===== src/rtl/fpd_pkg.sv =====
// package: shared constants, config and header types for the framed packet deframer
`timescale 1ns / 1ps
package fpd_pkg;

  localparam int unsigned HEADER_BYTES = 18;
  localparam int unsigned LENGTH_BITS_DEF = 24;
  localparam int unsigned FILL_W = $clog2(HEADER_BYTES + 1);
  localparam int unsigned CFG_IDX_W = 2;
  localparam int unsigned CFG_DATA_W = 32;

  localparam logic [31:0] MAGIC_RST = 32'h4152_4C56;
  localparam logic [7:0]  VERSION_RST = 8'd1;
  localparam logic [7:0]  MAX_TYPE_RST = 8'd15;
  localparam logic [23:0] MAX_LEN_RST = 24'd1048576;

  // header byte offsets
  localparam int unsigned OFS_VERSION = 4;
  localparam int unsigned OFS_TYPE = 5;
  localparam int unsigned OFS_LENGTH = 6;
  localparam int unsigned OFS_STAMP = 10;

  typedef enum logic [CFG_IDX_W-1:0] {
    REG_MAGIC    = 2'd0,
    REG_VERSION  = 2'd1,
    REG_MAX_TYPE = 2'd2,
    REG_MAX_LEN  = 2'd3
  } cfg_reg_e;

  typedef struct packed {
    logic [31:0] magic;
    logic [7:0]  version;
    logic [7:0]  max_type;
    logic [23:0] max_len;
  } cfg_t;

  typedef struct packed {
    logic        full;
    logic        ok;
    logic        known;
    logic [7:0]  ptype;
    logic [31:0] len;
    logic [63:0] stamp;
  } hdr_t;

endpackage


===== src/rtl/fpd_cfg_regs.sv =====
// configuration registers written through the plain write port
`timescale 1ns / 1ps
module fpd_cfg_regs (
  input  logic                         clk_i,
  input  logic                         rst_ni,
  input  logic                         cfg_we_i,
  input  logic [fpd_pkg::CFG_IDX_W-1:0]  cfg_idx_i,
  input  logic [fpd_pkg::CFG_DATA_W-1:0] cfg_wdata_i,
  output fpd_pkg::cfg_t                cfg_o
);
  import fpd_pkg::*;

  cfg_t cfg_q, cfg_d;

  always_comb begin
    cfg_d = cfg_q;
    if (cfg_we_i) begin
      case (cfg_reg_e'(cfg_idx_i))
        REG_MAGIC:    cfg_d.magic = cfg_wdata_i[31:0];
        REG_VERSION:  cfg_d.version = cfg_wdata_i[7:0];
        REG_MAX_TYPE: cfg_d.max_type = cfg_wdata_i[7:0];
        REG_MAX_LEN:  cfg_d.max_len = cfg_wdata_i[23:0];
        default:      cfg_d = cfg_q;
      endcase
    end
  end

  always_ff @(posedge clk_i or negedge rst_ni) begin
    if (!rst_ni) begin
      cfg_q.magic <= MAGIC_RST;
      cfg_q.version <= VERSION_RST;
      cfg_q.max_type <= MAX_TYPE_RST;
      cfg_q.max_len <= MAX_LEN_RST;
    end else begin
      cfg_q <= cfg_d;
    end
  end

  assign cfg_o = cfg_q;

endmodule


===== src/rtl/fpd_hdr_window.sv =====
// header window shift line, fill count and header check
`timescale 1ns / 1ps
module fpd_hdr_window #(
  parameter int unsigned LENGTH_BITS = fpd_pkg::LENGTH_BITS_DEF
) (
  input  logic          clk_i,
  input  logic          rst_ni,
  input  logic          push_i,
  input  logic [7:0]    byte_i,
  input  logic          clr_i,
  input  fpd_pkg::cfg_t cfg_i,
  output fpd_pkg::hdr_t hdr_o
);
  import fpd_pkg::*;

  localparam logic [FILL_W-1:0] FILL_LAST = FILL_W'(HEADER_BYTES - 1);

  logic [7:0]        win_q [HEADER_BYTES];
  logic [7:0]        win_n [HEADER_BYTES];
  logic [FILL_W-1:0] fill_q, fill_d;
  logic [31:0]       magic;
  logic [31:0]       len;
  logic [63:0]       stamp;
  hdr_t              hdr;

  // window as it stands once the incoming byte is shifted in
  always_comb begin
    for (int i = 0; i < HEADER_BYTES - 1; i++) begin
      win_n[i] = win_q[i + 1];
    end
    win_n[HEADER_BYTES - 1] = byte_i;
  end

  always_comb begin
    magic = {win_n[0], win_n[1], win_n[2], win_n[3]};
    len = {win_n[OFS_LENGTH], win_n[OFS_LENGTH + 1], win_n[OFS_LENGTH + 2],
           win_n[OFS_LENGTH + 3]};
    stamp = {win_n[OFS_STAMP], win_n[OFS_STAMP + 1], win_n[OFS_STAMP + 2],
             win_n[OFS_STAMP + 3], win_n[OFS_STAMP + 4], win_n[OFS_STAMP + 5],
             win_n[OFS_STAMP + 6], win_n[OFS_STAMP + 7]};
    hdr.full = (fill_q == FILL_LAST);
    hdr.ok = (magic == cfg_i.magic) && (win_n[OFS_VERSION] == cfg_i.version) &&
             (len <= {8'd0, cfg_i.max_len}) && ((len >> LENGTH_BITS) == 32'd0);
    hdr.known = (win_n[OFS_TYPE] <= cfg_i.max_type);
    hdr.ptype = win_n[OFS_TYPE];
    hdr.len = len;
    hdr.stamp = stamp;
  end

  always_comb begin
    fill_d = fill_q;
    if (push_i) begin
      if (hdr.full) begin
        fill_d = hdr.ok ? '0 : FILL_LAST;
      end else begin
        fill_d = fill_q + FILL_W'(1);
      end
    end else if (clr_i) begin
      fill_d = '0;
    end
  end

  always_ff @(posedge clk_i or negedge rst_ni) begin
    if (!rst_ni) begin
      fill_q <= '0;
    end else begin
      fill_q <= fill_d;
    end
  end

  always_ff @(posedge clk_i) begin
    if (push_i) begin
      win_q <= win_n;
    end
  end

  assign hdr_o = hdr;

endmodule


===== src/rtl/framed_packet_deframer.sv =====
// Byte-serial deframer for magic-word framed packets. One byte is accepted per clock
// cycle while the output side does not stall; a byte enters an input register and its
// result, if any, is loaded into the output register when the output side advances,
// and the sustained rate is one item per cycle while the output side does not stall.
// A stalled result holds the output register, and the input register then stalls the
// input. Each byte outside a payload is shifted into an 18-byte header window; once the
// window is full it is compared combinationally against the magic word, version and
// length limit. A failing window drops its oldest byte, a good header with an unknown
// type skips its payload silently, and a good known header streams its payload bytes
// out tagged with type, timestamp and length, the final byte marked last. A zero-length
// packet gives one result without a byte.
`timescale 1ns / 1ps
module framed_packet_deframer #(
  parameter int unsigned LENGTH_BITS = fpd_pkg::LENGTH_BITS_DEF
) (
  input  logic                           clk_i,
  input  logic                           rst_ni,
  input  logic                           cfg_we_i,
  input  logic [fpd_pkg::CFG_IDX_W-1:0]  cfg_idx_i,
  input  logic [fpd_pkg::CFG_DATA_W-1:0] cfg_wdata_i,
  input  logic                           in_valid_i,
  output logic                           in_stall_o,
  input  logic [7:0]                     data_byte_i,
  output logic                           out_valid_o,
  input  logic                           out_stall_i,
  output logic [7:0]                     packet_type_o,
  output logic signed [63:0]             header_stamp_o,
  output logic [23:0]                    payload_length_o,
  output logic                           has_byte_o,
  output logic [7:0]                     payload_byte_o,
  output logic                           last_o
);
  import fpd_pkg::*;

  cfg_t cfg;
  hdr_t hdr;

  logic                   in_vld_q;
  logic [7:0]             byte_q;
  logic                   adv, proc, in_acc;
  logic                   in_pay_q, in_pay_d;
  logic                   skip_q, skip_d;
  logic [LENGTH_BITS-1:0] rem_q, rem_d;
  logic [7:0]             held_type_q, held_type_d;
  logic [63:0]            held_ts_q, held_ts_d;
  logic [23:0]            held_len_q, held_len_d;
  logic                   push, clr, pay_end;

  logic        res_vld;
  logic [7:0]  res_type;
  logic [63:0] res_ts;
  logic [23:0] res_len;
  logic        res_has;
  logic [7:0]  res_byte;
  logic        res_last;

  logic        out_vld_q;
  logic [7:0]  o_type_q;
  logic [63:0] o_ts_q;
  logic [23:0] o_len_q;
  logic        o_has_q;
  logic [7:0]  o_byte_q;
  logic        o_last_q;

  fpd_cfg_regs u_cfg (
    .clk_i       (clk_i),
    .rst_ni      (rst_ni),
    .cfg_we_i    (cfg_we_i),
    .cfg_idx_i   (cfg_idx_i),
    .cfg_wdata_i (cfg_wdata_i),
    .cfg_o       (cfg)
  );

  fpd_hdr_window #(
    .LENGTH_BITS (LENGTH_BITS)
  ) u_win (
    .clk_i  (clk_i),
    .rst_ni (rst_ni),
    .push_i (push),
    .byte_i (byte_q),
    .clr_i  (clr),
    .cfg_i  (cfg),
    .hdr_o  (hdr)
  );

  assign adv = !out_vld_q || !out_stall_i;
  assign proc = in_vld_q && adv;
  assign in_stall_o = in_vld_q && !adv;
  assign in_acc = in_valid_i && !in_stall_o;

  assign pay_end = (rem_q <= LENGTH_BITS'(1));
  assign push = proc && !in_pay_q && !skip_q;
  assign clr = proc && (in_pay_q || skip_q) && pay_end;

  always_comb begin
    in_pay_d = in_pay_q;
    skip_d = skip_q;
    rem_d = rem_q;
    held_type_d = held_type_q;
    held_ts_d = held_ts_q;
    held_len_d = held_len_q;
    res_vld = 1'b0;
    res_type = held_type_q;
    res_ts = held_ts_q;
    res_len = held_len_q;
    res_has = 1'b1;
    res_byte = byte_q;
    res_last = 1'b0;
    if (proc) begin
      if (in_pay_q || skip_q) begin
        rem_d = (rem_q != '0) ? rem_q - LENGTH_BITS'(1) : rem_q;
        if (pay_end) begin
          in_pay_d = 1'b0;
          skip_d = 1'b0;
        end
        res_vld = in_pay_q;
        res_last = pay_end;
      end else if (hdr.full && hdr.ok) begin
        if (!hdr.known) begin
          if (hdr.len != 32'd0) begin
            skip_d = 1'b1;
            rem_d = hdr.len[LENGTH_BITS-1:0];
          end
        end else begin
          held_type_d = hdr.ptype;
          held_ts_d = hdr.stamp;
          held_len_d = hdr.len[23:0];
          res_type = hdr.ptype;
          res_ts = hdr.stamp;
          res_len = hdr.len[23:0];
          if (hdr.len == 32'd0) begin
            res_vld = 1'b1;
            res_has = 1'b0;
            res_byte = 8'd0;
            res_last = 1'b1;
          end else begin
            in_pay_d = 1'b1;
            rem_d = hdr.len[LENGTH_BITS-1:0];
          end
        end
      end
    end
  end

  always_ff @(posedge clk_i or negedge rst_ni) begin
    if (!rst_ni) begin
      in_vld_q <= 1'b0;
      out_vld_q <= 1'b0;
      in_pay_q <= 1'b0;
      skip_q <= 1'b0;
      rem_q <= '0;
      held_type_q <= '0;
      held_ts_q <= '0;
      held_len_q <= '0;
    end else begin
      if (in_acc) begin
        in_vld_q <= 1'b1;
      end else if (proc) begin
        in_vld_q <= 1'b0;
      end
      if (adv) begin
        out_vld_q <= res_vld;
      end
      in_pay_q <= in_pay_d;
      skip_q <= skip_d;
      rem_q <= rem_d;
      held_type_q <= held_type_d;
      held_ts_q <= held_ts_d;
      held_len_q <= held_len_d;
    end
  end

  always_ff @(posedge clk_i) begin
    if (in_acc) begin
      byte_q <= data_byte_i;
    end
    if (res_vld) begin
      o_type_q <= res_type;
      o_ts_q <= res_ts;
      o_len_q <= res_len;
      o_has_q <= res_has;
      o_byte_q <= res_byte;
      o_last_q <= res_last;
    end
  end

  assign out_valid_o = out_vld_q;
  assign packet_type_o = o_type_q;
  assign header_stamp_o = o_ts_q;
  assign payload_length_o = o_len_q;
  assign has_byte_o = o_has_q;
  assign payload_byte_o = o_byte_q;
  assign last_o = o_last_q;

endmodule

===== config.mk =====
export PLATFORM = sky130hd
export DESIGN_NAME = framed_packet_deframer
export DESIGN_NICKNAME = d
export VERILOG_FILES = /design/src/rtl/fpd_pkg.sv /design/src/rtl/fpd_cfg_regs.sv /design/src/rtl/fpd_hdr_window.sv /design/src/rtl/framed_packet_deframer.sv
export SDC_FILE = /design/constraint.sdc
export NUM_CORES = 1
export LEC_CHECK = 0
export ABC_AREA = 1
export BUFFER_PORTS_ARGS = -buffer_cell sky130_fd_sc_hd__buf_2
export CAP_MARGIN = 20
export CORE_MARGIN = 2
export CORE_UTILIZATION = 46
export DETAILED_ROUTE_END_ITERATION = 8
export GPL_TIMING_DRIVEN = 0
export PLACE_DENSITY = 0.68
export SYNTH_ARGS = -nofsm -noshare
export SYNTH_HDL_FRONTEND = slang
export SYNTH_SLANG_ARGS = --single-unit

===== constraint.sdc =====
create_clock -name clk_i -period 6.6 [get_ports clk_i]
set_clock_uncertainty 0.1 [all_clocks]
set_input_delay 1.32 -clock clk_i [delete_from_list [all_inputs] [get_ports clk_i]]
set_output_delay 1.32 -clock clk_i [all_outputs]
set_load 0.01 [all_outputs]

**Yosys cells after proc, flatten, opt, wreduce, memory -nomap -nowiden**

Index checks and enable logic that the tools add are counted.

- Memory bits (read-only): 0
- Memory bits (writable): 0
- Memories kept: 0
- Logic and storage cells: 139
- Bits of input ports: 47
- Bits in latches: 0
- Flip-flop bits (word level): 451

- $mul: 0
- Eq/ne operators: 11
- Shifts and indexed selects: 0
- Divide/modulo/power cells: 0
- Reduce and logical (&&, ||, !) cells: 38
- Bitwise operators: 3
- $lt $le $gt $ge: 3
- Add/sub/neg operators: 2
- Muxes and demuxes: 45

Operators by type and width:

| operator | count |
|---|---|
| $mux 64 | 4 |
| $mux 24 | 10 |
| $mux 8 | 9 |
| $logic_not 32->1 | 2 |
| $eq 32x32->1 | 1 |
| $le 32x24->1 | 1 |
| $reduce_bool 32->1 | 1 |
| $le 24x1->1 const B | 1 |
| $reduce_bool 24->1 | 1 |
| $sub 24x1->24 const B | 1 |
| $mux 5 | 4 |
| $mux 1 | 18 |
| $reduce_and 5->1 | 3 |
| $logic_and 1x1->1 | 11 |
| $reduce_bool 2->1 | 5 |
| $eq 8x8->1 | 1 |
| $le 8x8->1 | 1 |
| $reduce_and 2->1 | 4 |
| $logic_not 1->1 | 6 |
| $add 5x1->5 const B | 1 |
| $eq 5x5->1 const B | 1 |
| $eq 2x2->1 const B | 2 |
| $ne 2x1->1 const B | 2 |
| $ne 2x2->1 const B | 2 |
| 7 further kinds | 10 |

**Logic depth before layout (Yosys ltp)**

- Depth after elaboration: 8
- Depth in mapped cells: 20

**By module**

From an unflattened synthesis, not the netlist that was laid out.

- Cell total of the unflattened synthesis: 1715
- Area, all modules: 18816.8 sq um

Modules (own cells, without submodules):

| module | seq. area each (sq um) | instances | cells an instance | area an instance (sq um) |
|---|---|---|---|---|
| framed_packet_deframer | 6526.3 | 1 | 903 | 9347.7 |
| fpd_hdr_window | 4209.0 | 1 | 493 | 6533.8 |
| fpd_cfg_regs | 1824.2 | 1 | 319 | 2935.3 |

**Least setup slack after synthesis**

No wires, ideal clock.

- Path kind: input-to-reg
- From: in out_stall_i
- To: reg o_ts_q[62] (netlist: header_stamp_o[62]) (data pin)
- Path slack: 117 ps
- Stages: 6
- Data required time: 6335 ps
- Path buffers: 1
- Arrival: 6218 ps
- Setup time: 165 ps
- Path through: nand2_1 nand2_1 nor2_1 clkbuf_1 nand4_1 nand2_1

- Word-level cells in the longest chain between the ends: 4

Ends and longest elaborated chain:

| element | line | source |
|---|---|---|
| from (decl) | framed_packet_deframer.sv:25 | `input logic out_stall_i,` |
| $logic_not 1->1 | framed_packet_deframer.sv:86 | `assign adv = !out_vld_q \|\| !out_stall_i;` |
| $logic_or 1x1->1 | framed_packet_deframer.sv:86 |  |
| $logic_and 1x1->1 | framed_packet_deframer.sv:87 | `assign proc = in_vld_q && adv;` |
| $mux 64 | -- |  |
| to (signal assigned) | framed_packet_deframer.sv:179 | `o_ts_q <= res_ts;` |
| to (decl) | framed_packet_deframer.sv:59 | `logic [63:0] o_ts_q;` |

No other way between the ends.
A chain may end at the register's enable or synchronous reset.

**Worst setup path after layout**

- From: in out_stall_i
- To: reg o_ts_q[42] (netlist: header_stamp_o[42]), enable pin

- Word-level cells in the longest chain between the ends: 4

Ends and longest elaborated chain:

| element | line | source |
|---|---|---|
| $logic_not 1->1 | framed_packet_deframer.sv:86 |  |
| $logic_or 1x1->1 | framed_packet_deframer.sv:86 |  |
| $logic_and 1x1->1 | framed_packet_deframer.sv:87 |  |
| $mux 1 | framed_packet_deframer.sv:109 | `if (proc) begin` |
| named net res_vld | framed_packet_deframer.sv:49 | `logic res_vld;` |

The timed path passes the listed nets, and every way through them passes these cells.

==> results.ini <==
[detailed_routing]
drt_wl_total_um = 42710
vias = 12100
drt_iter0_markers = 986
routedWlPerCell_um = 18.27
ant_nets = 0
route.detailed.drc = 0
dr.pass1.iters = 5
vias_per_cell = 5.173

[clock_tree]
cts_buffers = 45
post_cts_resized = 0
cts_tree = yes
cts_max_path_buffers = 3
cts_hold_buf = 0
clock-sinks = 451
clockRootBuffer = clkbuf_16
clk_pin_slew_ns = 0.06
clk_latency_ns = 0.58
post_cts_buffers = 0
htree_levels = 2

[final_layout]
final_area_um2 = 21210
syn_to_final_growth_pct = 16.93
fillCellCount = 3277
seqCellArea_um2 = 12560
multi_input_area_um2 = 4805
n_antenna_cell = 0
num-nets-final = 1866
final_common_cell = nand2_1
mostFrequentLayoutCells = nand2_1 (443), edfxtp_1 (250), dfrtp_1 (183)
drive_gt1_share_pct = 16.37

[floorplanning]
start_util_pct = 46.72
die-area_um2 = 41040
core-area_um2 = 38830
placementRows = 72
die_w_um = 202.6
die_y_um = 202.6
num_io_pins = 155

[placement]
place_congestion = 0.9147
portBuffers = 154
place_hpwl_um = 29360
placed_area_um2 = 19680

[synthesis]
yosysSeqAreaShare_pct = 69.24
syn_inst = 1578
avgSynthCellArea_um2 = 11.50
yosys_warnings = 0
synth_area_um2 = 18140
synth_cell_type_count = 38
synth_fp_nets = 1661
ys_ff_latch = 451

[worst_setup_path]
worstSetupPathType = in2reg
setup.worst_path.end_class = flip-flop
cp.required_ns = 6.76
crit_fanout = 55
critical_path_arrival_ns = 4.28
r2r-start = u_cfg.cfg_o[25]$_DFFE_PN1P_
worstSetupStartpointType = input port
crit_path_start = out_stall_i

[timing]
rsz0062_at_grt = false
relSlewSlack_pct = 38.91
tightestPinTransition_ns = 0.9164
final_hold_viol_count = 0
slew_violations = 0
setup_violations = 0
fin_crit_sh_pct = 62.48
clock.fmax_mhz = 242.5
fin_crit_ns = 4.124

[global_routing]
overflow = 0
grt_first_pass_wirelength_um = 67780
grt_start_max_net_pins = 111
antenna_found_initial = 0
grt_pass1_vias = 12070
grt_util_all_layers_pct = 21.34

[pwr]
irDropWorstVdd_uv = 176.1
p_leak_nw = 9.231
pwr_density_cell_nw_per_um2 = 291.4
finalPower_mw = 6.181

[flow_run]
drv_cap = 0

[worst_hold_path]
min_from = u_win.hdr_o[19]$_DFFE_PP_
hp-class = reg2reg

[outcome]
status = finished clean

-- metrics by stage --
stage	std cells	setup TNS, ns	hold WS, ns	worst slack, ns	util [%]
after floorplan	1578	0	0.3271	0.1174	-
after global placement	2250	-335.31	0.3299	-2.305	50.37
after detailed placement	2254	0	0.3354	1.877	50.67
after CTS	2338	0	0.3450	2.462	54.63
after global routing	2338	0	0.3535	2.229	54.63
final	2338	0	0.3512	2.476	54.63
-- synth_stat cells --
library cell  number  area [um^2]
nor2_1            87        326.6
inv_2              1        3.750
o22ai_1            3        18.77
buf_6             10        112.6
nand2b_1           1        6.260
edfxtp_1         250         7507
nand3_4            1        17.52
buf_1              4        15.01
a22o_1             1        8.760
a31oi_1           10        62.56
buf_4              4        30.03
nor3_1             6        30.03
nor4_1             4        25.02
dfrtp_1          183         4579
mux2_2             8        90.09
nand4_1          107        669.4
o21ai_0           89        445.4
clkinv_2           1        5.000
nand3b_1           1        7.510
ha_1              36        450.4
nor2_4             1        11.26
nor2_2             3        18.77
xor2_1            19        166.4
nand3_1           62        310.3
dfstp_2           18        473.0
or2_2              1        6.260
a21oi_1           20        100.1
nand2_1          444         1667
o211ai_1           1        7.510
nor2b_1            4        25.02
inv_1            113        424.2
buf_2             13        65.06
and2_1             3        18.77
clkbuf_1          33        123.9
nand3_2            2        20.02
xnor2_1           32        280.3
clkinv_1           1        3.750
a21o_1             1        7.510
-- registers in the layout, indices dropped and copies added, names as in the netlist, 24 cells and up --
signal	cells
u_win.hdr_o	96
u_cfg.cfg_o	72
header_stamp_o	64
held_ts_q	64
u_win.magic	32
held_len_q	24
payload_length_o	24
rem_q	24
-- worst max-delay path, cell delays in order --
cell and delay (ns):
buf_2 0.09, nand2_1 0.12, nand2_1 0.20, nor2_1 0.61, buf_2 0.40, nand4_1 0.39, nand2_4 0.76, buf_16 0.31
-- cell families (layout without fill, tap and decap cells) --
group	Yosys count	after routing	synth area share (%)
DFF	451	451	69.24
xor gates and xnor gates	51	51	2.462
AOI/OAI and AO/OA	125	125	3.587
adders and majority gates	36	36	2.483
and+or+nand+nor	727	727	17.42
buffers and inverters	180	422	4.318
muxes	8	8	0.4966
-- final timing paths --
check	end	slack, ns	cells after the start
max in group asynchronous	held_ts_q[21]$_DFF_PN0_	4.78	2
worst min register to register	u_win.hdr_o[27]$_DFFE_PP_	0.35	0
worst max-delay path	header_stamp_o[42]$_DFFE_PP_	2.48	8
min in group asynchronous	u_cfg.cfg_o[66]$_DFFE_PN0P_	0.62	1
worst min-delay path	u_win.hdr_o[27]$_DFFE_PP_	0.35	0
worst max register to register	header_stamp_o[42]$_DFFE_PP_	2.63	13
-- where the power goes --
part | switching (mW) | internal [mW]
Clock | 1.10 | 1.53
Sequential | 0.0707 | 3.07
Combinational | 0.262 | 0.141
Total | 1.43 | 4.75
-- area by class of cell --
class,instances,area share [%]
inverter,116,2.059
sequential,451,59.21
buffer,64,1.652
clock inverter,26,1.416
multi-input combinational,947,22.65
tap,518,3.056
clock buffer,58,5.828
timing repair buffer,158,4.129
-- metal layers --
metal | wire [um] | part of all wire [%] | track usage, % | vias to the layer above
met5 | 0 | 0 | 0 | -
met4 | 1071 | 2.5 | 6.569 | 0
met3 | 3275 | 7.7 | 5.056 | 74
met2 | 19590 | 46 | 32.71 | 375
met1 | 18770 | 44 | 30.37 | 5855
li1 | - | - | - | 5791
Note: power is estimated with default switching activity, not from simulation.
